**src/rtl/core/itfb_pkg.sv**
```systemverilog
`timescale 1ns / 1ps
package itfb_pkg;

   localparam int FRAME_LEN     = 64;
   localparam int IDX_W         = $clog2(FRAME_LEN);
   localparam int NUM_VALUES    = 6;
   localparam int VAL_IDX_W     = $clog2(NUM_VALUES);
   localparam int PAYLOAD_FIRST = 10;
   localparam int PAYLOAD_LAST  = PAYLOAD_FIRST + 4 * NUM_VALUES - 1;

   localparam logic [7:0]  SYNC_BYTE   = 8'h55;
   localparam logic [7:0]  OP_START    = 8'h04;
   localparam logic [7:0]  OP_STOP     = 8'h05;
   localparam logic [23:0] ACC_Q24     = 24'd10036225;
   localparam logic [5:0]  RATE_NUM    = 6'd35;
   localparam logic [15:0] PERIOD_INIT = 16'd125;

   localparam logic [1:0] KIND_TICK = 2'd0;
   localparam logic [1:0] KIND_CMD  = 2'd1;
   localparam logic [1:0] KIND_SEND = 2'd2;

   typedef logic signed [15:0] raw_type;
   typedef logic [31:0]        value_type;

endpackage

```
**src/rtl/core/itfb_if.sv**
```systemverilog
`timescale 1ns / 1ps
interface itfb_req_if;
   import itfb_pkg::*;
   logic        valid;
   logic        ready;
   logic [1:0]  kind;
   logic [15:0] period_ms;
   logic [7:0]  opcode;
   raw_type     accel_x;
   raw_type     accel_y;
   raw_type     accel_z;
   raw_type     rate_x;
   raw_type     rate_y;
   raw_type     rate_z;

   modport source (output valid, kind, period_ms, opcode, accel_x, accel_y, accel_z,
                   rate_x, rate_y, rate_z, input ready);
   modport sink (input valid, kind, period_ms, opcode, accel_x, accel_y, accel_z,
                 rate_x, rate_y, rate_z, output ready);
endinterface

interface itfb_rsp_if;
   logic       valid;
   logic       ready;
   logic [7:0] tx_byte;
   logic       last_byte;

   modport source (output valid, tx_byte, last_byte, input ready);
   modport sink (input valid, tx_byte, last_byte, output ready);
endinterface

interface itfb_csr_if;
   logic        valid;
   logic        ready;
   logic [15:0] data;

   modport source (output valid, data, input ready);
   modport sink (input valid, data, output ready);
endinterface

```
**src/rtl/core/itfb_scale.sv**
```systemverilog
`timescale 1ns / 1ps
module itfb_scale
   import itfb_pkg::*;
(
   input  raw_type   accel_raw [3],
   input  raw_type   rate_raw [3],
   output value_type values [NUM_VALUES]
);

   function automatic logic [16:0] magnitude(input raw_type raw);
      logic [16:0] ext;
      ext = {raw[15], raw};
      return raw[15] ? (~ext + 17'd1) : ext;
   endfunction

   function automatic value_type apply_sign(input logic neg, input logic [19:0] mag);
      value_type ext;
      ext = {12'd0, mag};
      return neg ? (~ext + 32'd1) : ext;
   endfunction

   function automatic value_type scale_accel(input raw_type raw);
      logic [40:0] prod;
      prod = 41'(magnitude(raw)) * 41'(ACC_Q24);
      return apply_sign(raw[15], {3'd0, prod[40:24]});
   endfunction

   function automatic value_type scale_rate(input raw_type raw);
      logic [22:0] prod;
      prod = 23'(magnitude(raw)) * 23'(RATE_NUM);
      return apply_sign(raw[15], prod[22:3]);
   endfunction

   always_comb begin
      for (int i = 0; i < 3; i++) begin
         values[i]     = scale_accel(accel_raw[i]);
         values[i + 3] = scale_rate(rate_raw[i]);
      end
   end

endmodule

```
**src/rtl/core/imu_telemetry_frame_builder.sv**
```systemverilog
`timescale 1ns / 1ps
// Paced telemetry framer. Every accepted word on req is registered and then
// updates the tick accumulator, the report mode and the frame count as it
// leaves that register; words that cause no frame leave at one per cycle. A
// word that causes a frame scales the six sensor samples into a frame slot and
// waits until that slot is free. The byte counter of the serializer sends one
// rsp word per cycle while rsp is ready. The slot is freed only after the last
// byte is loaded, so a following frame cannot be loaded in the same cycle as
// that last byte. The first byte passes the request register, the frame slot
// and the rsp register. The checksum is summed while the bytes go out. The
// period register on csr is always ready and should be written only while idle.
module imu_telemetry_frame_builder
   import itfb_pkg::*;
(
   input logic        clock,
   input logic        reset,
   itfb_req_if.sink   req,
   itfb_rsp_if.source rsp,
   itfb_csr_if.sink   csr
);

   logic [15:0] period_ff;
   logic [16:0] elapsed_ff, elapsed_in;
   logic [7:0]  count_ff;
   logic        report_ff;

   logic        a_valid_ff;
   logic [1:0]  a_kind_ff;
   logic [15:0] a_period_ff;
   logic [7:0]  a_opcode_ff;
   raw_type     a_accel_ff [3];
   raw_type     a_rate_ff [3];

   logic        frame_valid_ff;
   logic        frame_report_ff;
   logic [7:0]  frame_count_ff;
   value_type   frame_values_ff [NUM_VALUES];
   logic [IDX_W-1:0] idx_ff;
   logic [7:0]  sum_ff;

   logic        rsp_valid_ff;
   logic [7:0]  rsp_byte_ff;
   logic        rsp_last_ff;

   value_type   scaled [NUM_VALUES];
   logic        fire_a, a_adv, out_load;
   logic [7:0]  byte_sel;
   logic [4:0]  pay_off;

   itfb_scale u_scale (
      .accel_raw (a_accel_ff),
      .rate_raw  (a_rate_ff),
      .values    (scaled)
   );

   assign csr.ready = 1'b1;

   assign elapsed_in = elapsed_ff + {1'b0, a_period_ff};
   always_comb begin
      case (a_kind_ff)
         KIND_TICK: fire_a = (elapsed_in >= {1'b0, period_ff});
         KIND_SEND: fire_a = 1'b1;
         default:   fire_a = 1'b0;
      endcase
   end
   assign a_adv     = a_valid_ff && (!fire_a || !frame_valid_ff);
   assign req.ready = !a_valid_ff || a_adv;

   always_ff @(posedge clock) begin
      if (reset) begin
         period_ff  <= PERIOD_INIT;
         elapsed_ff <= '0;
         count_ff   <= '0;
         report_ff  <= 1'b0;
         a_valid_ff <= 1'b0;
      end else begin
         if (csr.valid && csr.ready) begin
            period_ff <= csr.data;
         end
         if (req.valid && req.ready) begin
            a_valid_ff <= 1'b1;
         end else if (a_adv) begin
            a_valid_ff <= 1'b0;
         end
         if (a_adv) begin
            if (a_kind_ff == KIND_TICK) begin
               elapsed_ff <= fire_a ? '0 : elapsed_in;
            end
            if (a_kind_ff == KIND_CMD) begin
               if (a_opcode_ff == OP_START) begin
                  report_ff <= 1'b1;
               end else if (a_opcode_ff == OP_STOP) begin
                  report_ff <= 1'b0;
               end
            end
            if (fire_a) begin
               count_ff <= count_ff + 8'd1;
            end
         end
      end
   end

   always_ff @(posedge clock) begin
      if (req.valid && req.ready) begin
         a_kind_ff     <= req.kind;
         a_period_ff   <= req.period_ms;
         a_opcode_ff   <= req.opcode;
         a_accel_ff[0] <= req.accel_x;
         a_accel_ff[1] <= req.accel_y;
         a_accel_ff[2] <= req.accel_z;
         a_rate_ff[0]  <= req.rate_x;
         a_rate_ff[1]  <= req.rate_y;
         a_rate_ff[2]  <= req.rate_z;
      end
      if (a_adv && fire_a) begin
         frame_report_ff <= report_ff;
         frame_count_ff  <= count_ff + 8'd1;
         frame_values_ff <= scaled;
      end
   end

   assign pay_off = 5'(idx_ff - IDX_W'(PAYLOAD_FIRST));
   always_comb begin
      if (idx_ff == IDX_W'(1)) begin
         byte_sel = frame_count_ff;
      end else if (idx_ff == IDX_W'(2) || idx_ff == IDX_W'(3)) begin
         byte_sel = SYNC_BYTE;
      end else if (idx_ff == IDX_W'(FRAME_LEN - 1)) begin
         byte_sel = sum_ff;
      end else if (frame_report_ff && idx_ff >= IDX_W'(PAYLOAD_FIRST)
                   && idx_ff <= IDX_W'(PAYLOAD_LAST)) begin
         case (pay_off[1:0])
            2'd0:    byte_sel = frame_values_ff[pay_off[2+VAL_IDX_W-1:2]][31:24];
            2'd1:    byte_sel = frame_values_ff[pay_off[2+VAL_IDX_W-1:2]][23:16];
            2'd2:    byte_sel = frame_values_ff[pay_off[2+VAL_IDX_W-1:2]][15:8];
            default: byte_sel = frame_values_ff[pay_off[2+VAL_IDX_W-1:2]][7:0];
         endcase
      end else begin
         byte_sel = 8'h00;
      end
   end

   assign out_load = frame_valid_ff && (!rsp_valid_ff || rsp.ready);

   always_ff @(posedge clock) begin
      if (reset) begin
         frame_valid_ff <= 1'b0;
         idx_ff         <= '0;
         sum_ff         <= '0;
         rsp_valid_ff   <= 1'b0;
      end else begin
         if (a_adv && fire_a) begin
            frame_valid_ff <= 1'b1;
         end else if (out_load && idx_ff == IDX_W'(FRAME_LEN - 1)) begin
            frame_valid_ff <= 1'b0;
         end
         if (out_load) begin
            idx_ff       <= idx_ff + IDX_W'(1);
            sum_ff       <= (idx_ff == IDX_W'(FRAME_LEN - 1)) ? 8'h00 : sum_ff + byte_sel;
            rsp_valid_ff <= 1'b1;
         end else if (rsp.ready) begin
            rsp_valid_ff <= 1'b0;
         end
      end
   end

   always_ff @(posedge clock) begin
      if (out_load) begin
         rsp_byte_ff <= byte_sel;
         rsp_last_ff <= (idx_ff == IDX_W'(FRAME_LEN - 1));
      end
   end

   assign rsp.valid     = rsp_valid_ff;
   assign rsp.tx_byte   = rsp_byte_ff;
   assign rsp.last_byte = rsp_last_ff;

   a_no_frame_overwrite: assert property (@(posedge clock) disable iff (reset)
      (a_adv && fire_a) |-> !frame_valid_ff)
      else $error("frame slot loaded while a frame is still being sent");

   a_last_ends_frame: assert property (@(posedge clock) disable iff (reset)
      (rsp_valid_ff && rsp_last_ff) |-> (idx_ff == '0))
      else $error("last byte shown with the byte counter off frame start");

   a_first_byte_zero: assert property (@(posedge clock) disable iff (reset)
      (out_load && idx_ff == '0) |=> (rsp_byte_ff == 8'h00 && !rsp_last_ff))
      else $error("frame did not open with a zero byte");

   a_tick_fire_clears: assert property (@(posedge clock) disable iff (reset)
      (a_adv && fire_a && a_kind_ff == KIND_TICK) |=> (elapsed_ff == '0))
      else $error("accumulator not cleared after a paced frame");

endmodule

```
**src/flat_wrapper.sv**
```systemverilog
// flat-port wrapper written by rule: the top's interface ports become plain ports
module imu_telemetry_frame_builder_flat import itfb_pkg::*;
  (clock, reset, req_valid, req_kind, req_period_ms, req_opcode, req_accel_x, req_accel_y, req_accel_z, req_rate_x, req_rate_y, req_rate_z, req_ready, rsp_valid, rsp_tx_byte, rsp_last_byte, rsp_ready, csr_valid, csr_data, csr_ready);
  itfb_req_if req_i ();
  itfb_rsp_if rsp_i ();
  itfb_csr_if csr_i ();
  input logic clock;
  input logic reset;
  input wire logic [$bits(req_i.valid)-1:0] req_valid;
  input wire logic [$bits(req_i.kind)-1:0] req_kind;
  input wire logic [$bits(req_i.period_ms)-1:0] req_period_ms;
  input wire logic [$bits(req_i.opcode)-1:0] req_opcode;
  input wire logic [$bits(req_i.accel_x)-1:0] req_accel_x;
  input wire logic [$bits(req_i.accel_y)-1:0] req_accel_y;
  input wire logic [$bits(req_i.accel_z)-1:0] req_accel_z;
  input wire logic [$bits(req_i.rate_x)-1:0] req_rate_x;
  input wire logic [$bits(req_i.rate_y)-1:0] req_rate_y;
  input wire logic [$bits(req_i.rate_z)-1:0] req_rate_z;
  output wire logic [$bits(req_i.ready)-1:0] req_ready;
  output wire logic [$bits(rsp_i.valid)-1:0] rsp_valid;
  output wire logic [$bits(rsp_i.tx_byte)-1:0] rsp_tx_byte;
  output wire logic [$bits(rsp_i.last_byte)-1:0] rsp_last_byte;
  input wire logic [$bits(rsp_i.ready)-1:0] rsp_ready;
  input wire logic [$bits(csr_i.valid)-1:0] csr_valid;
  input wire logic [$bits(csr_i.data)-1:0] csr_data;
  output wire logic [$bits(csr_i.ready)-1:0] csr_ready;
  assign req_i.valid = req_valid;
  assign req_i.kind = req_kind;
  assign req_i.period_ms = req_period_ms;
  assign req_i.opcode = req_opcode;
  assign req_i.accel_x = req_accel_x;
  assign req_i.accel_y = req_accel_y;
  assign req_i.accel_z = req_accel_z;
  assign req_i.rate_x = req_rate_x;
  assign req_i.rate_y = req_rate_y;
  assign req_i.rate_z = req_rate_z;
  assign req_ready = req_i.ready;
  assign rsp_valid = rsp_i.valid;
  assign rsp_tx_byte = rsp_i.tx_byte;
  assign rsp_last_byte = rsp_i.last_byte;
  assign rsp_i.ready = rsp_ready;
  assign csr_i.valid = csr_valid;
  assign csr_i.data = csr_data;
  assign csr_ready = csr_i.ready;
  imu_telemetry_frame_builder u_core (.clock(clock), .reset(reset), .req(req_i), .rsp(rsp_i), .csr(csr_i));
endmodule
```
**config.mk**
```make
export PLATFORM = sky130hd
export DESIGN_NAME = imu_telemetry_frame_builder_flat
export DESIGN_NICKNAME = d
export VERILOG_FILES = /design/src/rtl/core/itfb_pkg.sv /design/src/rtl/core/itfb_if.sv /design/src/rtl/core/itfb_scale.sv /design/src/rtl/core/imu_telemetry_frame_builder.sv /design/src/flat_wrapper.sv
export SDC_FILE = /design/constraint.sdc
export NUM_CORES = 1
export LEC_CHECK = 0
export BUFFER_PORTS_ARGS = -buffer_cell sky130_fd_sc_hd__buf_2
export CELL_PAD_IN_SITES_DETAIL_PLACEMENT = 1
export CELL_PAD_IN_SITES_GLOBAL_PLACEMENT = 1
export CORE_MARGIN = 2
export CORE_UTILIZATION = 55
export CTS_CLUSTER_SIZE = 10
export DETAILED_ROUTE_END_ITERATION = 16
export PLACE_DENSITY = 0.91
export SLEW_MARGIN = 30
export SYNTH_ARGS = -nofsm -noshare
export SYNTH_HDL_FRONTEND = slang
export SYNTH_SLANG_ARGS = --single-unit
```
**constraint.sdc**
```tcl
create_clock -name clock -period 22.4 [get_ports clock]
set_input_delay 3.36 -clock clock [delete_from_list [all_inputs] [get_ports clock]]
set_output_delay 3.36 -clock clock [all_outputs]
set_load 0.03 [all_outputs]
```
* Word level (Yosys, flattened, before mapping)
Cells that the tools add are included.
** Operators by class
- $add $sub $neg :: 17
- Equality and inequality tests :: 10
- Order comparisons :: 4
- Mux-type cells :: 31
- $mul :: 6
- Reductions and logical operators :: 24
- Bitwise operators :: 13
** Operators by type and width (number)
- adder 32 x 1 -> 32 bit, second input constant :: 6
- two-way mux 17 bit :: 10
- multiplier 17 x 24 -> 41 bit, second input constant :: 3
- adder 17 x 1 -> 17 bit, second input constant :: 6
- NOT 17 bit :: 6
- binary-select mux 32 bit (select 3 bit) :: 1
- NOT 17 -> 32 bit :: 3
- NOT 20 -> 32 bit :: 3
- multiplier 17 x 6 -> 23 bit, second input constant :: 3
- two-way mux 32 bit :: 2
- two-way mux 20 bit :: 3
- two-way mux 8 bit :: 5
- case mux 8 bit (3 select lines) :: 1
- adder 17 x 16 -> 17 bit :: 1
- >= comparator 17 x 16 -> 1 bit :: 1
- equality test 8 x 3 -> 1 bit, second input constant :: 2
- equality test 6 x 2 -> 1 bit, second input constant :: 2
- adder 8 x 1 -> 8 bit, second input constant :: 1
- adder 8 bit :: 1
- two-way mux 1 bit :: 8
- nonzero test 2 bit :: 4
- logical AND 1 bit :: 7
- adder 6 x 1 -> 6 bit, second input constant :: 1
- equality test 6 x 1 -> 1 bit, second input constant :: 1
- other kinds (14) :: 24
** Word-level totals
- Logic and storage cells :: 139
- Register bits after elaboration :: 391

* Logic depth before layout (Yosys ltp)
- Word-level depth :: 12
- Mapped depth :: 31
- Depth with buffers taken out :: 29

* Hierarchy
Synthesis repeated with hierarchy kept, for this count alone.
** Second synthesis, totals
- Cell total of the unflattened synthesis :: 3781
- Area total of the unflattened synthesis :: 37742.4 µm²
** Modules (own cells, without submodules)
- itfb_scale :: area each 21957.3 µm², cells each 2776, times used 1
- imu_telemetry_frame_builder :: area each 15785.1 µm², cells each 1005, times used 1

* Worst setup path before layout
No wires, ideal clock.
- Kind :: register -> register
- Start point :: register u_core.a_period_ff[0]
- End point :: register u_core.count_ff[2]
- Period minus slack after synthesis :: 10.449 ns
- Library setup time :: 0.137 ns
- Data arrival time :: 10.312 ns
- Data required time :: 22.263 ns
- Setup slack :: 11.951 ns
- Cell stages (with the launch flop) :: 21
- Path through :: edfxtp_1 > ha_1 > fa_1 > a21o_1 > a21oi_1 > o21ai_0 > a31oi_1 > nor2b_1 > o21a_1 > o21ai_0 > xnor2_1 > ha_1 > and3_1 > o2111ai_1 > a311oi_1 > nor2_1 > a31o_2 > nor4_1 > clkbuf_1 > a21oi_1 > a31o_2
** On the way
- Longest elaborated chain between the ends :: 7
** Ends and longest elaborated chain
- start: declaration :: RTL line imu_telemetry_frame_builder.sv:29 : logic [15:0] a_period_ff;
- start signal: assignment :: RTL line imu_telemetry_frame_builder.sv:106 : a_period_ff <= req.period_ms;
- adder 17 x 16 -> 17 bit (*) :: RTL line imu_telemetry_frame_builder.sv:58 : assign elapsed_in = elapsed_ff + {1'b0, a_period_ff};
- >= comparator 17 x 16 -> 1 bit (*) :: RTL line imu_telemetry_frame_builder.sv:61 : KIND_TICK: fire_a = (elapsed_in >= {1'b0, period_ff});
- case mux 1 bit (2 select lines) (*) :: RTL line imu_telemetry_frame_builder.sv:60 : case (a_kind_ff)
- zero test 1 bit :: RTL line imu_telemetry_frame_builder.sv:66 : assign a_adv = a_valid_ff && (!fire_a || !frame_valid_ff);
- logical OR 1 bit :: RTL line imu_telemetry_frame_builder.sv:66
- logical AND 1 bit :: RTL line imu_telemetry_frame_builder.sv:66
- AND reduction 2 bit (no source line) (*)
- end signal: assignment :: RTL line imu_telemetry_frame_builder.sv:97 : count_ff <= count_ff + 8'd1;
- end: declaration :: RTL line imu_telemetry_frame_builder.sv:24 : logic [7:0] count_ff;
Mark *: on every way between the ends. The rest lies on a longest branch, timed or not.
A chain may end at the register's enable or synchronous reset.

* Worst setup path after layout
- Start point :: register u_core.a_accel_ff[16] in the netlist's numbering
- End point :: register u_core.frame_values_ff[159] in the netlist's numbering, data pin
** On the way
- Longest elaborated chain between the ends :: 6
** Ends and longest elaborated chain
- start: declaration :: RTL line imu_telemetry_frame_builder.sv:31 : raw_type a_accel_ff [3];
- NOT 17 bit :: RTL line itfb_scale.sv:13 : return raw[15] ? (~ext + 17'd1) : ext;
- adder 17 x 1 -> 17 bit :: RTL line itfb_scale.sv:13
- two-way mux 17 bit (*) :: RTL line itfb_scale.sv:13
- multiplier 17 x 24 -> 41 bit (*) :: RTL line itfb_scale.sv:24 : prod = 41'(magnitude(raw)) * 41'(ACC_Q24);
- NOT 17 -> 32 bit (*) :: RTL line itfb_scale.sv:19 : return neg ? (~ext + 32'd1) : ext;
- adder 32 x 1 -> 32 bit (*) :: RTL line itfb_scale.sv:19
- end signal: assignment :: RTL line imu_telemetry_frame_builder.sv:118 : frame_values_ff <= scaled;
- end: declaration :: RTL line imu_telemetry_frame_builder.sv:37 : value_type frame_values_ff [NUM_VALUES];
Marks and branches as above.

==> metrics.cfg <==
[synthesis]
synth_seq_cells=391
synth_flop_cell=edfxtp_1
synth_edf_count=332
synth_top_cell_by_area=edfxtp_1
synth.top_cell.area_share_pct=26.5
seq_area_frac_synth_pct=29.6
ys_top_cells_by_area=edfxtp_1, ha_1, fa_1
synth.cell_area_um2=37700
postSynthAreaPerCell_um2=10.0
ys.warnings.count=0
synth_cell_type_count=101
synthArstFlopShare_pct=0
synth_cells=3754

[layout]
drive_gt1_share_pct=8.80
multi_input_area_um2=24100
fin_util_pct=60.7
syn_to_final_growth_pct=8.83
seq_area_um2=11200
fillCellCount=7345
fin_nets=4805

[route]
wl_per_cell_um=24.2
firstDrtPassIters=9
drc=0
drt_wl_total_mm=116
routed_via_density=6.31
drt_iter0_markers=2515
vias=30314
highest_layer=met5
dr_wl_met2_mm=59.3
ant_nets=0
wl_met3_mm=5.72
routedLengthMet1_mm=44.6

[global_route]
grt_max_degree=121
grt.total_usage_pct=32.9
antenna_found_initial=3
grt-ovfl-total=0
grt_pass1_wl_mm=184
first_global_vias=33527

[timing]
hold_viol=0
fin_crit_sh_pct=42.9
grt_setup_unrepaired=false
report.final.slew_viol_count=0
worstMarginPinSlew_ns=0.972
fin_tns_setup_ns=0
fin_worst_skew_ns=0.0439
min_period_ns=9.62
report.final.setup_viol=0
max_freq_ghz=0.104
slew_headroom_pct=34.9

[flow_run]
cap_violations=0

[clock_tree]
cts_setup_buffers=0
clkLatencyLatePin_ns=0.64
ctsHoldBuffers=0
cts_resized=0
cts_tree=done
path_clk_slew_ns=0.06
htreeDepth=2
cts-root-buf=clkbuf_16
clk_path_buf_depth=3
numCtsBuffers=48
clock_sinks=391

[setup_path]
crit_arrival_ns=9.97
criticalPathCategory=flop to flop
worstSetupEndpointType=flop
start_kind=flop
critPathRequiredTime_ns=22.75
path_max_fanout=8

[hold_path]
hp-class=flop to flop

[die]
die_width_um=266
die_h_um=266
initial_utilization_pct=55.8
pin_count=155
design.core.area_um2=67500
std_cell_rows=95
die_area_um2=70600

[outcome]
status=finished, final reports clean

[placed_design]
post-dp-hpwl_mm=87.2
io_buffers=153
gp_congestion=0.911

==> per-stage QoR <==
step	setup WS, ns	instance area (µm²)	cells	hold slack (ns)
after floorplan	11.95	37700	3777	0.408
after detailed placement	12.96	39500	4722	0.438
after global placement	13.51	39400	4721	0.443
after global routing	12.35	41000	4804	0.499
after CTS	12.90	40900	4803	0.460
final	12.78	41000	4806	0.454
==> Yosys cell counts (26+ instances only) <==
cell type,number
a21o_1,74
a21oi_1,140
a31oi_1,53
clkbuf_1,89
dfxtp_1,59
edfxtp_1,332
fa_1,176
ha_1,586
inv_1,566
mux2i_1,53
mux4_2,28
nand2_1,206
nand2b_1,34
nand3_1,42
nor2_1,179
nor3_1,62
o21a_1,26
o21ai_0,146
o21bai_1,26
o31ai_1,51
or3_1,48
xnor2_1,210
xor2_1,96
==> state kept, by name, summed over array words and instances (netlist names), 2 cells and up <==
signal	cells
u_core.a_accel_ff	48
u_core.a_kind_ff	2
u_core.a_opcode_ff	8
u_core.a_period_ff	16
u_core.a_rate_ff	48
u_core.count_ff	8
u_core.elapsed_ff	17
u_core.frame_count_ff	8
u_core.frame_values_ff	192
u_core.idx_ff	6
u_core.period_ff	16
u_core.rsp.tx_byte	8
u_core.sum_ff	8
==> cell families (layout without fill, tap and decap cells) <==
logic type / after synthesis / count (layout) / synth area share, %
simple gates: 769 / 769 / 10.3
compound gates: 768 / 768 / 14.2
fa+ha+maj: 762 / 762 / 28.8
buf+inv: 673 / 827 / 6.73
flops: 391 / 391 / 29.6
xor+xnor: 306 / 306 / 7.12
mux: 83 / 83 / 3.14
other cells: 2 / 27 / 0.0199
==> critical path: stages (launching register included) <==
cell and delay (ns):
edfxtp_1 0.51, inv_1 0.20, ha_1 0.17, or3b_1 0.40, or3_1 0.44, or3_1 0.41, o41ai_1 0.64, xnor2_1 0.34
ha_1 0.29, xor2_1 0.25, ha_1 0.30, fa_1 0.53, fa_1 0.55, inv_1 0.06, fa_1 0.55, inv_1 0.07
ha_1 0.38, and2_1 0.22, nand2_1 0.08, o311ai_0 0.48, a22oi_1 0.24, a31oi_1 0.46, nor2b_1 0.18, a31o_2 0.27
or2_2 0.33, or3_1 0.44, a211oi_2 0.43, nor2_1 0.11
==> area by class of cell <==
cell class | count | share of cell area, %
multi-input cells | 2713 | 58.9
inverters | 572 | 5.24
well taps | 873 | 2.67
flip-flops and latches | 391 | 27.2
clock inverters | 11 | 0.379
clock buffers | 70 | 3.23
repair buffers | 174 | 2.34
diodes | 2 | 0.0122
==> path summary, 6_finish.rpt <==
kind	startpoint	endpoint	slack [ns]	depth (start not counted)
hold reg to reg	u_core.report_ff	u_core.frame_report_ff	0.45	0
hold / removal	u_core.report_ff	u_core.frame_report_ff	0.45	0
setup reg to reg	u_core.a_accel_ff[16]	u_core.frame_values_ff[159]	12.78	27
setup / recovery	u_core.a_accel_ff[16]	u_core.frame_values_ff[159]	12.78	27
==> cell usage in the layout, fill, tap and decap left out, types with 94 or more instances in the layout <==
master / n
xor2_1: 94
buf_2: 153
a21oi_1: 140
nand2_1: 206
xnor2_1: 207
ha_1: 585
o21ai_0: 146
nor2_1: 179
inv_1: 566
edfxtp_1: 332
fa_1: 176
==> routing by layer <==
layer | up-vias | global-route usage (%)
met5 | - | 0
met4 | 4 | 17.1
met3 | 434 | 4.65
met2 | 1146 | 59.7
met1 | 15100 | 37.5
li1 | 13630 | -
Power is not shown: default switching activity piles up to over one toggle a cycle in this logic, so the estimate is an artifact.
